===== src/rtl/core/ssw_pkg.sv =====
`timescale 1ns / 1ps
`default_nettype none

package ssw_pkg;

  // default sizes
  localparam int MAX_WAVES_DEF  = 4;
  localparam int SINE_DEPTH_DEF = 256;
  localparam int WORD_SLOTS     = 4;

  // field widths
  localparam int CFG_IDX_W  = 3;
  localparam int CFG_DATA_W = 64;
  localparam int COUNT_W    = 3;
  localparam int POS_W      = 24;
  localparam int TIME_W     = 32;
  localparam int HEIGHT_W   = 20;
  localparam int PHASE_W    = 32;
  localparam int DIR_W      = 12;
  localparam int AMP_W      = 12;
  localparam int FREQ_W     = 14;
  localparam int SINE_W     = 15;
  localparam int TERM_W     = 16;
  localparam int SUM_W      = 23;

  // register indexes
  localparam logic [CFG_IDX_W-1:0] REG_WAVE_COUNT  = 3'd0;
  localparam logic [CFG_IDX_W-1:0] REG_BASE_HEIGHT = 3'd1;
  localparam logic [CFG_IDX_W-1:0] REG_WAVE_A      = 3'd2;
  localparam logic [CFG_IDX_W-1:0] REG_WAVE_B      = 3'd3;
  localparam logic [CFG_IDX_W-1:0] REG_WAVE_C      = 3'd4;
  localparam logic [CFG_IDX_W-1:0] REG_WAVE_D      = 3'd5;

  // pi/2 in Q2.30
  localparam logic [63:0] HALF_PI_Q30 = 64'd1686629713;

  localparam logic signed [SUM_W-1:0] HEIGHT_MAX = 23'sd524287;
  localparam logic signed [SUM_W-1:0] HEIGHT_MIN = -23'sd524288;

  // one packed wave word, msb first
  typedef struct packed {
    logic [FREQ_W-1:0]       temporal_freq;
    logic [FREQ_W-1:0]       spatial_freq;
    logic [AMP_W-1:0]        amplitude;
    logic signed [DIR_W-1:0] dir_z;
    logic signed [DIR_W-1:0] dir_x;
  } wave_word_t;

endpackage

`default_nettype wire


===== src/rtl/core/ssw_accum.sv =====
`timescale 1ns / 1ps
`default_nettype none

module ssw_accum #(
  parameter int MAX_WAVES = ssw_pkg::MAX_WAVES_DEF
) (
  input  logic                                             clk,
  input  logic                                             rst,
  input  logic                                             in_valid,
  input  logic signed [MAX_WAVES-1:0][ssw_pkg::TERM_W-1:0] in_term,
  input  logic [ssw_pkg::COUNT_W-1:0]                      wave_count,
  input  logic signed [ssw_pkg::HEIGHT_W-1:0]              base_height,
  output logic                                             out_valid,
  output logic signed [ssw_pkg::HEIGHT_W-1:0]              out_height
);

  logic                             v6;
  logic signed [ssw_pkg::SUM_W-1:0] sum;
  logic signed [ssw_pkg::SUM_W-1:0] sum_next;

  // waves from the first word up to the enabled count
  // lane slices of a packed array are unsigned, so sign them before extending
  always_comb begin
    sum_next = ssw_pkg::SUM_W'(base_height);
    for (int w = 0; w < MAX_WAVES; w++) begin
      if (wave_count > ssw_pkg::COUNT_W'(w))
        sum_next = sum_next + ssw_pkg::SUM_W'($signed(in_term[w]));
    end
  end

  always_ff @(posedge clk) begin
    if (rst) begin
      v6        <= 1'b0;
      out_valid <= 1'b0;
    end else begin
      v6        <= in_valid;
      out_valid <= v6;
    end
  end

  always_ff @(posedge clk) begin
    sum <= sum_next;
    if (sum > ssw_pkg::HEIGHT_MAX) out_height <= ssw_pkg::HEIGHT_MAX[ssw_pkg::HEIGHT_W-1:0];
    else if (sum < ssw_pkg::HEIGHT_MIN)
      out_height <= ssw_pkg::HEIGHT_MIN[ssw_pkg::HEIGHT_W-1:0];
    else out_height <= sum[ssw_pkg::HEIGHT_W-1:0];
  end

endmodule

`default_nettype wire


===== config.mk =====
export PLATFORM = sky130hd
export DESIGN_NAME = ssw_accum
export DESIGN_NICKNAME = d
export VERILOG_FILES = /design/src/rtl/core/ssw_pkg.sv /design/src/rtl/core/ssw_accum.sv
export SDC_FILE = /design/constraint.sdc
export NUM_CORES = 1
export LEC_CHECK = 0
export ABC_AREA = 0
export ABC_CLOCK_PERIOD_IN_PS = 9500
export BUFFER_PORTS_ARGS = -buffer_cell sky130_fd_sc_hd__buf_4
export CELL_PAD_IN_SITES_DETAIL_PLACEMENT = 1
export CELL_PAD_IN_SITES_GLOBAL_PLACEMENT = 1
export CORE_UTILIZATION = 30
export CTS_CLUSTER_DIAMETER = 150
export DETAILED_ROUTE_END_ITERATION = 8
export PLACE_DENSITY_LB_ADDON = 0.1
export SLEW_MARGIN = 10
export SYNTH_ARGS = -nofsm -noshare
export SYNTH_HDL_FRONTEND = slang
export SYNTH_SLANG_ARGS = --single-unit

===== constraint.sdc =====
create_clock -name clk -period 9.5 [get_ports clk]
set_clock_uncertainty 0.05 [all_clocks]
set_input_delay 1.9 -clock clk [delete_from_list [all_inputs] [get_ports clk]]
set_output_delay 1.9 -clock clk [all_outputs]
set_load 0.05 [all_outputs]

# [After elaboration in Yosys (flattened, before gate mapping)]
# Index checks and enable logic that the tools add are counted.
[word_totals] regBits=45 latchBits=0 ram_bits=0 romBits=0 in_bits=90 out_inout_bits=21 wordCells=19 n_memories=0
[op_classes] add_sub_neg=4 multipliers=0 div_mod_pow=0 order_cmp=6 eq_ne=0 shifts=0 n_mux=5 n_bitwise=0 reduce_logical=0
[op_table] cell="23-bit 2-to-1 mux" count=4
[op_table] cell="23-bit by 16-bit adder with 23-bit output" count=3
[op_table] cell="23-bit by 20-bit greater-than comparator with 1-bit output, second input constant" count=1
[op_table] cell="23-bit by 20-bit < comparator with 1-bit output, second input constant" count=1
[op_table] cell="20-bit by 16-bit adder with 21-bit output" count=1
[op_table] cell="20-bit 2-to-1 mux" count=1
[op_table] cell="3-bit by 1-bit greater-than comparator with 1-bit output, second input constant" count=2
[op_table] cell="3-bit by 2-bit greater-than comparator with 1-bit output, second input constant" count=2

# [Depth between registers and ports, before layout]
# Gate-level depths: netlist of run 1.
[depth] depth_word=8 mapped_depth=36 depth_no_buf=36

# [Least setup slack after synthesis of run 1]
# No wires, ideal clock.
[synth_timing] kind="input port to flip-flop" startpoint="input port in_term[0] (netlist bit)" endpoint="register sum[22] (netlist bit)" setup_time_ps=131 arrival_ps=8239 required_time_ps=9319 slack_ps=1080 stages=34 path_buffers=1 cell_sequence="ha_1 -> inv_1 -> fa_1 -> nor2b_4 -> o31a_1 -> o21ai_1 -> a21o_1 -> nor4b_1 -> or3_1 -> ha_1 -> nand3_1 -> o31ai_1 -> o2111a_1 -> nor2_1 -> xor2_1 -> o21ai_0 -> ha_1 -> clkbuf_1 -> nand2_1 -> nand2_1 -> a21o_1 -> a41o_1 -> a21oi_2 -> xor2_1 -> o21ai_0 -> ha_1 -> nand3_1 -> nor2_1 -> o21ai_0 -> o21bai_1 -> and2_1 -> o21a_1 -> o311a_1 -> xor3_1"
[synth_via] elab_chain_cells=8
[synth_lines] item="start, declared" line="ssw_accum.sv:10" text="input logic signed [MAX_WAVES-1:0][ssw_pkg::TERM_W-1:0] in_term,"
[synth_lines] item="20-bit by 16-bit adder with 21-bit output (*)" line="ssw_accum.sv:27" text="sum_next = sum_next + ssw_pkg::SUM_W'($signed(in_term[w]));"
[synth_lines] item="23-bit 2-to-1 mux (*)" line="ssw_accum.sv:26" text="if (wave_count > ssw_pkg::COUNT_W'(w))"
[synth_lines] item="23-bit by 16-bit adder with 23-bit output" line="ssw_accum.sv:27"
[synth_lines] item="23-bit 2-to-1 mux (*)" line="ssw_accum.sv:26"
[synth_lines] item="23-bit by 16-bit adder with 23-bit output" line="ssw_accum.sv:27"
[synth_lines] item="23-bit 2-to-1 mux (*)" line="ssw_accum.sv:26"
[synth_lines] item="23-bit by 16-bit adder with 23-bit output" line="ssw_accum.sv:27"
[synth_lines] item="23-bit 2-to-1 mux (*)" line="ssw_accum.sv:26"
[synth_lines] item="via sum_next (one bit)" line="ssw_accum.sv:19" text="logic signed [ssw_pkg::SUM_W-1:0] sum_next;"
[synth_lines] item="end signal, assigned" line="ssw_accum.sv:42" text="sum <= sum_next;"
[synth_lines] item="end, declared" line="ssw_accum.sv:18" text="logic signed [ssw_pkg::SUM_W-1:0] sum;"
# Mark *: on every way through the listed nets, which the timed path passes. The rest lies on a longest branch.
# A chain may end at the register's enable or synchronous reset.

# [Worst setup path in the final report of run 1]
[layout_timing] startpoint="input port base_height[0] (netlist bit)" endpoint="register sum[21] (netlist bit)"
[layout_via] elab_chain_cells=8
[layout_lines] item="start, declared" line="ssw_accum.sv:12" text="input logic signed [ssw_pkg::HEIGHT_W-1:0] base_height,"
[layout_lines] item="20-bit by 16-bit adder with 21-bit output" line="ssw_accum.sv:27"
[layout_lines] item="23-bit 2-to-1 mux (*)" line="ssw_accum.sv:26"
[layout_lines] item="23-bit by 16-bit adder with 23-bit output" line="ssw_accum.sv:27"
[layout_lines] item="23-bit 2-to-1 mux (*)" line="ssw_accum.sv:26"
[layout_lines] item="23-bit by 16-bit adder with 23-bit output" line="ssw_accum.sv:27"
[layout_lines] item="23-bit 2-to-1 mux (*)" line="ssw_accum.sv:26"
[layout_lines] item="23-bit by 16-bit adder with 23-bit output" line="ssw_accum.sv:27"
[layout_lines] item="23-bit 2-to-1 mux (*)" line="ssw_accum.sv:26"
[layout_lines] item="via sum_next (one bit)" line="ssw_accum.sv:19"
# Marks and branches as above.

==> results of run 1 <==
==> cells in the final DEF (no fill, tap or decap), drive strengths merged, types with 22 or more instances in the layout <==
master,instances
a21o,64
a21oi,79
buf,121
dfxtp,45
ha,92
inv,41
mux2,22
nand2,84
nand3,24
nor2,68
o21ai,58
xnor2,38
xor2,23
==> metal layers <==
| metal | wire length (um) | vias to the layer above | part of all wire |
|---|---|---|---|
| met5 | 0 | - | 0 |
| met2 | 8890 | 95 | 0.45 |
| met4 | 150 | 0 | 0.0075 |
| met1 | 10300 | 2971 | 0.52 |
| met3 | 527 | 8 | 0.026 |
| li1 | - | 3389 | - |
==> state kept, by name, summed over array words and instances, names as in the netlist <==
name and count:
sum 23, out_height 20, out_valid 1, v6 1
==> stage by stage <==
step | setup slack [ps] | hold WS [ps] | cells | cell area (sq um) | total power, W
2_1_floorplan | 1080 | 353 | 871 | 6610 | 0.00166
3_3_place_gp | 438 | 329 | 1236 | 7740 | 0.00205
3_5_place_dp | 163 | 330 | 1236 | 7740 | 0.00206
4_1_cts | 442 | 344 | 1244 | 7910 | 0.00228
5_1_grt | 80.0 | 354 | 1244 | 7920 | 0.00248
6_report | 793 | 343 | 1244 | 7920 | 0.00226
==> what timing repair did <==
item / in CTS / in global routing
hold buffers: 0 / 0
setup endpoints to repair: 0 / 2
resized for setup: 0 / 3
hold endpoints to repair: 0 / 0
==> cell type report <==
class,count,area [sq um],area share
clock buffer,7,143,0.0180
clock inverter,1,30.0,0.00379
inverter,42,158,0.0199
multi-input combinational,753,5430,0.686
sequential,45,901,0.114
tap,275,344,0.0435
timing repair buffer,121,908,0.115
==> power by group through the flow <==
stage / sequential (W) / combinational [W] / clock (W)
floorplan: 0.000472 / 0.00119 / 0
global route: 0.000327 / 0.00194 / 0.000211
CTS: 0.000320 / 0.00175 / 0.000205
detailed placement: 0.000323 / 0.00174 / 0
finish: 0.000319 / 0.00174 / 0.000198
global placement: 0.000321 / 0.00173 / 0
==> cell families after synthesis <==
family	Yosys count	synth area share
AO/OA/AOI/OAI	330	0.338
multiplexers	28	0.0466
XOR/XNOR	62	0.0845
adder cells (fa/ha/maj)	96	0.186
buffers and inverters	73	0.0424
flip-flops	45	0.136
AND/OR/NAND/NOR	237	0.166
==> final timing paths <==
check / slack (ps) / start / to
max: 790 / base_height[0] / sum[21]
min: 340 / sum[22] / out_height[19]
max reg2reg: 8260 / sum[19] / out_height[5]
min reg2reg: 340 / sum[22] / out_height[19]
==> results.tsv, run 1 <==
stage	metric	value	unit
yosys	leading area contributor after synthesis	ha_1	
yosys	count leader, synth	ha_1	
yosys	EDFF count, synth	0	
sta	Worst-Margin Slew	810	ps
cts	TritonCTS Sinks	45	
worst_setup_path	CP endpoint kind	flop	
power	combinational share of power	0.771	
yosys	synthesized area per cell	7.58	sq um
cts	post-CTS setup buffer count	0	
worst_hold_path	hold crit path type	reg -> reg	
sta	setup TNS	0	ps
worst_setup_path	most used cell, CP	ha_1	
run	max cap viols	0	
finish	Filler Cell Count	2634	
routing	post-route antenna net violation count	0	
yosys	top post-synthesis cells by count	92 x ha_1, 84 x nand2_1, 77 x a21oi_1	
power	Peak VDD IR	0.0000883	V
worst_setup_path	CP top delay family	compound AO/OA/AOI/OAI gates	
yosys	ys flop type	dfxtp_1	
cts	clock tree buffer depth	2	
sta	Final Hold Vio Count	0	
routing	Vias	6463	
power	Sequential Power Share	0.141	
routing	DRC Markers	0	
power	clock network power share	0.088	
grt	vias in the first global route	6529	
sta	min Tclk post-route	8710	ps
worst_setup_path	Worst Reg-to-Reg Cells	3	
power	switching part of the total power	0.485	
floorplan	Initial Utilization	0.310	
place	HPWL after DPL	16.8	mm
grt	pin count of the biggest net entering global routing	28	
sta	Peak Freq	115	MHz
finish	# diodes	0	
cts	CTS Buf Count	5	
cts	TritonCTS clock tree	built	
cts	clk slew on worst S/H paths	60	ps
sta	RSZ-0062 raised after global routing	false	
power	Internal	0.00116	W
place	# port buffers	110	
routing	Vias/cell	5.20	
worst_setup_path	CP Depth	33	
floorplan	Ports	111	
power	Switch Pwr	0.00110	W
yosys	synthesized instance count	871	
grt	met1 Usage GRT	0.255	
floorplan	core area	21300	sq um
cts	Root Driver	clkbuf_16	
yosys	syn_nets	1057	
run_status	status	finished, final reports clean	
routing	WL/cell	16.0	um
grt	gr usage total	0.181	
worst_setup_path	Critical Path Max Stage Delay	460	ps
finish	Net count, final	1154	
finish	share of cells above drive strength 1	0.179	
grt	GR Util met3	0.00636	
worst_hold_path	worst hold path depth	0	
routing	1st-iter DRT viols	186	
cts	worst skew pair latency	280	ps
floorplan	Die Height	150	um
routing	Initial DRT Pass Iterations	4	
floorplan	Die Wd	150	um
power	power per cell area	285	nW/um^2
yosys	#FFs+latches synth	45	
grt	Most Crowded Layer GR	met2	
grt	first-pass GRT wire length	32.7	mm
yosys	sequential share of the synthesized area	0.136	
yosys	Post-Syn Area	6610	sq um
sta	worst rel slew slack	0.453	
routing	final wirelength	19.9	mm
grt	GRT met2 Usage	0.307	
worst_setup_path	Worst Path Required	9640	ps
yosys	Synthesis Warnings	0	
grt	antenna violations before repair	0	
floorplan	std cell rows	53	
finish	Layout area overhead	19.9	%
yosys	top cell type's share of synthesized area	0.174	
sta	pins over their slew limit	0	
sta	Tcrit/Tclk final	0.917	
worst_setup_path	Critical Path Slowest Stage Cell	a2111o_1	
cts	H-Tree Depth	2	
place	Final GP Congestion	0.814	
worst_setup_path	CP arrival	8850	ps
worst_setup_path	Worst Setup Path Type	in -> reg	
yosys	synth unique cells	73	
floorplan	die area	22600	sq um
worst_setup_path	critical path peak fanout	7	
grt	grt total ovfl	0	
finish	Layout Utilization	0.372	
yosys	Synth area leaders	ha_1 17%, dfxtp_1 14%, a21o_1 7.3%	
yosys	ys async rst share	0	
power	leakage	3.75	nW
worst_setup_path	CP Launch Type	input port	
sta	Final setup viols	0	
worst_setup_path	Crit path buffers/inverters	2	
No activity file was read; power rests on OpenSTA's default activity.
==> inputs of run 2 (changes only) <==
--- a/config.mk
+++ b/config.mk
@@ -14,6 +14,7 @@
 export CTS_CLUSTER_DIAMETER = 150
 export DETAILED_ROUTE_END_ITERATION = 8
 export PLACE_DENSITY_LB_ADDON = 0.1
+export RECOVER_POWER = 100
 export SLEW_MARGIN = 10
 export SYNTH_ARGS = -nofsm -noshare
 export SYNTH_HDL_FRONTEND = slang
==> results.tsv, run 2 (same netlist as run 1, synthesis figures left out) <==
stage	metric	value	unit	change
finish	Layout area overhead	18.6	%	
worst_setup_path	Worst Setup Path Type	in -> reg		
worst_hold_path	worst hold path depth	0		unchanged
worst_setup_path	CP Launch Type	input port		
routing	1st-iter DRT viols	188		+1.1%
run_status	status	finished, final reports clean		
routing	Vias/cell	5.21		+0.20%
routing	Initial DRT Pass Iterations	4		unchanged
finish	commonest non-fill, non-tap cells in the layout	96 x buf_4, 92 x ha_1, 84 x nand2_1, 77 x a21oi_1, 66 x nor2_1		
worst_hold_path	hold crit path type	reg -> reg		
finish	# diodes	0		unchanged
worst_setup_path	worst r2r src	sum[19]		
cts	TritonCTS Sinks	45		unchanged
power	leakage	3.67	nW	-2.0%
sta	Final Hold Vio Count	0		unchanged
routing	DRC Markers	0		unchanged
worst_setup_path	worst r2r dst	out_height[5]		
floorplan	std cell rows	53		unchanged
cts	H-Tree Depth	2		unchanged
worst_setup_path	Critical Path Slowest Stage Cell	a2111o_1		
grt	gr usage total	0.181		unchanged
grt	first-pass GRT wire length	32.7	mm	unchanged
floorplan	Initial Utilization	0.310		unchanged
sta	min Tclk post-route	8730	ps	+25.5 ps
sta	pins over their slew limit	0		unchanged
worst_setup_path	CP arrival	8870	ps	+20 ps
finish	Largest Register	sum		
grt	pin count of the biggest net entering global routing	28		unchanged
routing	post-route antenna net violation count	0		unchanged
place	# port buffers	110		unchanged
floorplan	Ports	111		unchanged
worst_setup_path	Critical Path Max Stage Delay	460	ps	about the same
routing	final wirelength	19.9	mm	+0.12%
cts	clk slew on worst S/H paths	60	ps	about the same
sta	worst rel slew slack	0.452		-0.000766
sta	Peak Freq	115	MHz	-0.29%
grt	grt total ovfl	0		unchanged
cts	Root Driver	clkbuf_16		
sta	Final setup viols	0		unchanged
sta	Worst-Margin Slew	811	ps	+1.13 ps
finish	max reg flops	23		unchanged
sta	RSZ-0062 raised after global routing	false		
cts	clock tree buffer depth	2		unchanged
cts	TritonCTS clock tree	built		
worst_setup_path	Worst Reg-to-Reg Cells	3		unchanged
worst_setup_path	most used cell, CP	ha_1		
finish	most common cell after layout, fill and taps aside	buf_4		
routing	WL/cell	16.0	um	+0.12%
cts	CTS Buf Count	5		unchanged
floorplan	Die Wd	150	um	unchanged
sta	setup TNS	0	ps	unchanged
floorplan	core area	21300	sq um	unchanged
place	HPWL after DPL	16.8	mm	unchanged
worst_setup_path	CP endpoint kind	flop		
finish	share of cells above drive strength 1	0.153		-0.0258
worst_setup_path	critical path peak fanout	7		unchanged
worst_hold_path	worst hold endpoint	out_height[19]		
cts	worst skew pair latency	280	ps	about the same
floorplan	die area	22600	sq um	unchanged
cts	post-CTS setup buffer count	0		unchanged
power	power per cell area	283	nW/um^2	-0.92%
power	Peak VDD IR	0.0000869	V	-1.5%
floorplan	Die Height	150	um	unchanged
sta	Tcrit/Tclk final	0.919		+0.00269
sta	Fin Hold WS	343	ps	+0.00900 ps
worst_hold_path	hold_sp	sum[22]		
finish	Filler Cell Count	2626		-0.30%
worst_setup_path	Worst Path Required	9640	ps	about the same
grt	antenna violations before repair	0		unchanged
worst_setup_path	Reg2Reg Setup Slack	8260	ps	about the same
routing	Vias	6476		+0.20%
grt	vias in the first global route	6529		unchanged
finish	Net count, final	1154		unchanged
place	Final GP Congestion	0.814		unchanged
finish	top flop regs	sum (23), out_height (20)		
run	max cap viols	0		unchanged
==> run 2: worst max path at each step <==
stage | from | endpoint | slack [ps] | cells after the start
finish | base_height[0] | sum[21] | 770 | 33
global route | base_height[0] | sum[21] | 50 | 33
CTS | base_height[0] | sum[21] | 440 | 33
detailed placement | base_height[0] | sum[21] | 160 | 33
global placement | base_height[0] | sum[22] | 440 | 34
floorplan | in_term[0] | sum[22] | 1080 | 34
==> run 2: per-stage QoR <==
| step | total power, W | instance area, sq um | setup WS [ps] | util | std cells |
|---|---|---|---|---|---|
| detailed placement | 0.00206 | 7740 | 163 | 0.363 | 1236 |
| finish | 0.00222 | 7830 | 767 | 0.368 | 1244 |
| floorplan | 0.00166 | 6610 | 1080 | - | 871 |
| global placement | 0.00205 | 7740 | 438 | 0.363 | 1236 |
| CTS | 0.00228 | 7910 | 442 | 0.372 | 1244 |
| global route | 0.00243 | 7830 | 54.4 | 0.368 | 1244 |
==> run 2: cell type report <==
type | instances | area, sq um | area share
Timing Repair Buffer | 121 | 830 | 0.106
Clock buffer | 7 | 143 | 0.0182
Multi-Input combinational cell | 753 | 5430 | 0.693
Tap cell | 275 | 344 | 0.0439
Sequential cell | 45 | 901 | 0.115
Inverter | 42 | 158 | 0.0201
Clock inverter | 1 | 30.0 | 0.00383
==> run 2: power breakdown <==
part           switching, W  total [W]  internal [W]  leakage, nW
Combinational       0.00100    0.00170      0.000699         3.21
Sequential        0.0000265   0.000318      0.000291        0.379
Clock             0.0000667   0.000198      0.000131       0.0841
==> run 2: layer usage <==
| metal | global-route usage | vias to the layer above | part of all wire | routed length [um] |
|---|---|---|---|---|
| met3 | 0.00636 | 8 | 0.028 | 552 |
| met4 | 0.0328 | 0 | 0.0075 | 150 |
| li1 | - | 3388 | - | - |
| met5 | 0 | - | 0 | 0 |
| met2 | 0.307 | 95 | 0.45 | 8900 |
| met1 | 0.255 | 2985 | 0.52 | 10300 |
==> run 2: worst max-delay path, delay by kind of cell <==
family	cells	cell delay [ps]
adders and majority gates	5	1710
AOI/OAI and AO/OA	13	3250
and+or+nand+nor	10	1370
xor gates and xnor gates	3	500
buffers and inverters	2	160
==> run 2: repair_timing <==
item | in CTS | in global routing
setup endpoints to repair | 0 | 2
endpoints found under the hold margin | 0 | 0
resized for setup | 0 | 3
hold buffers | 0 | 0
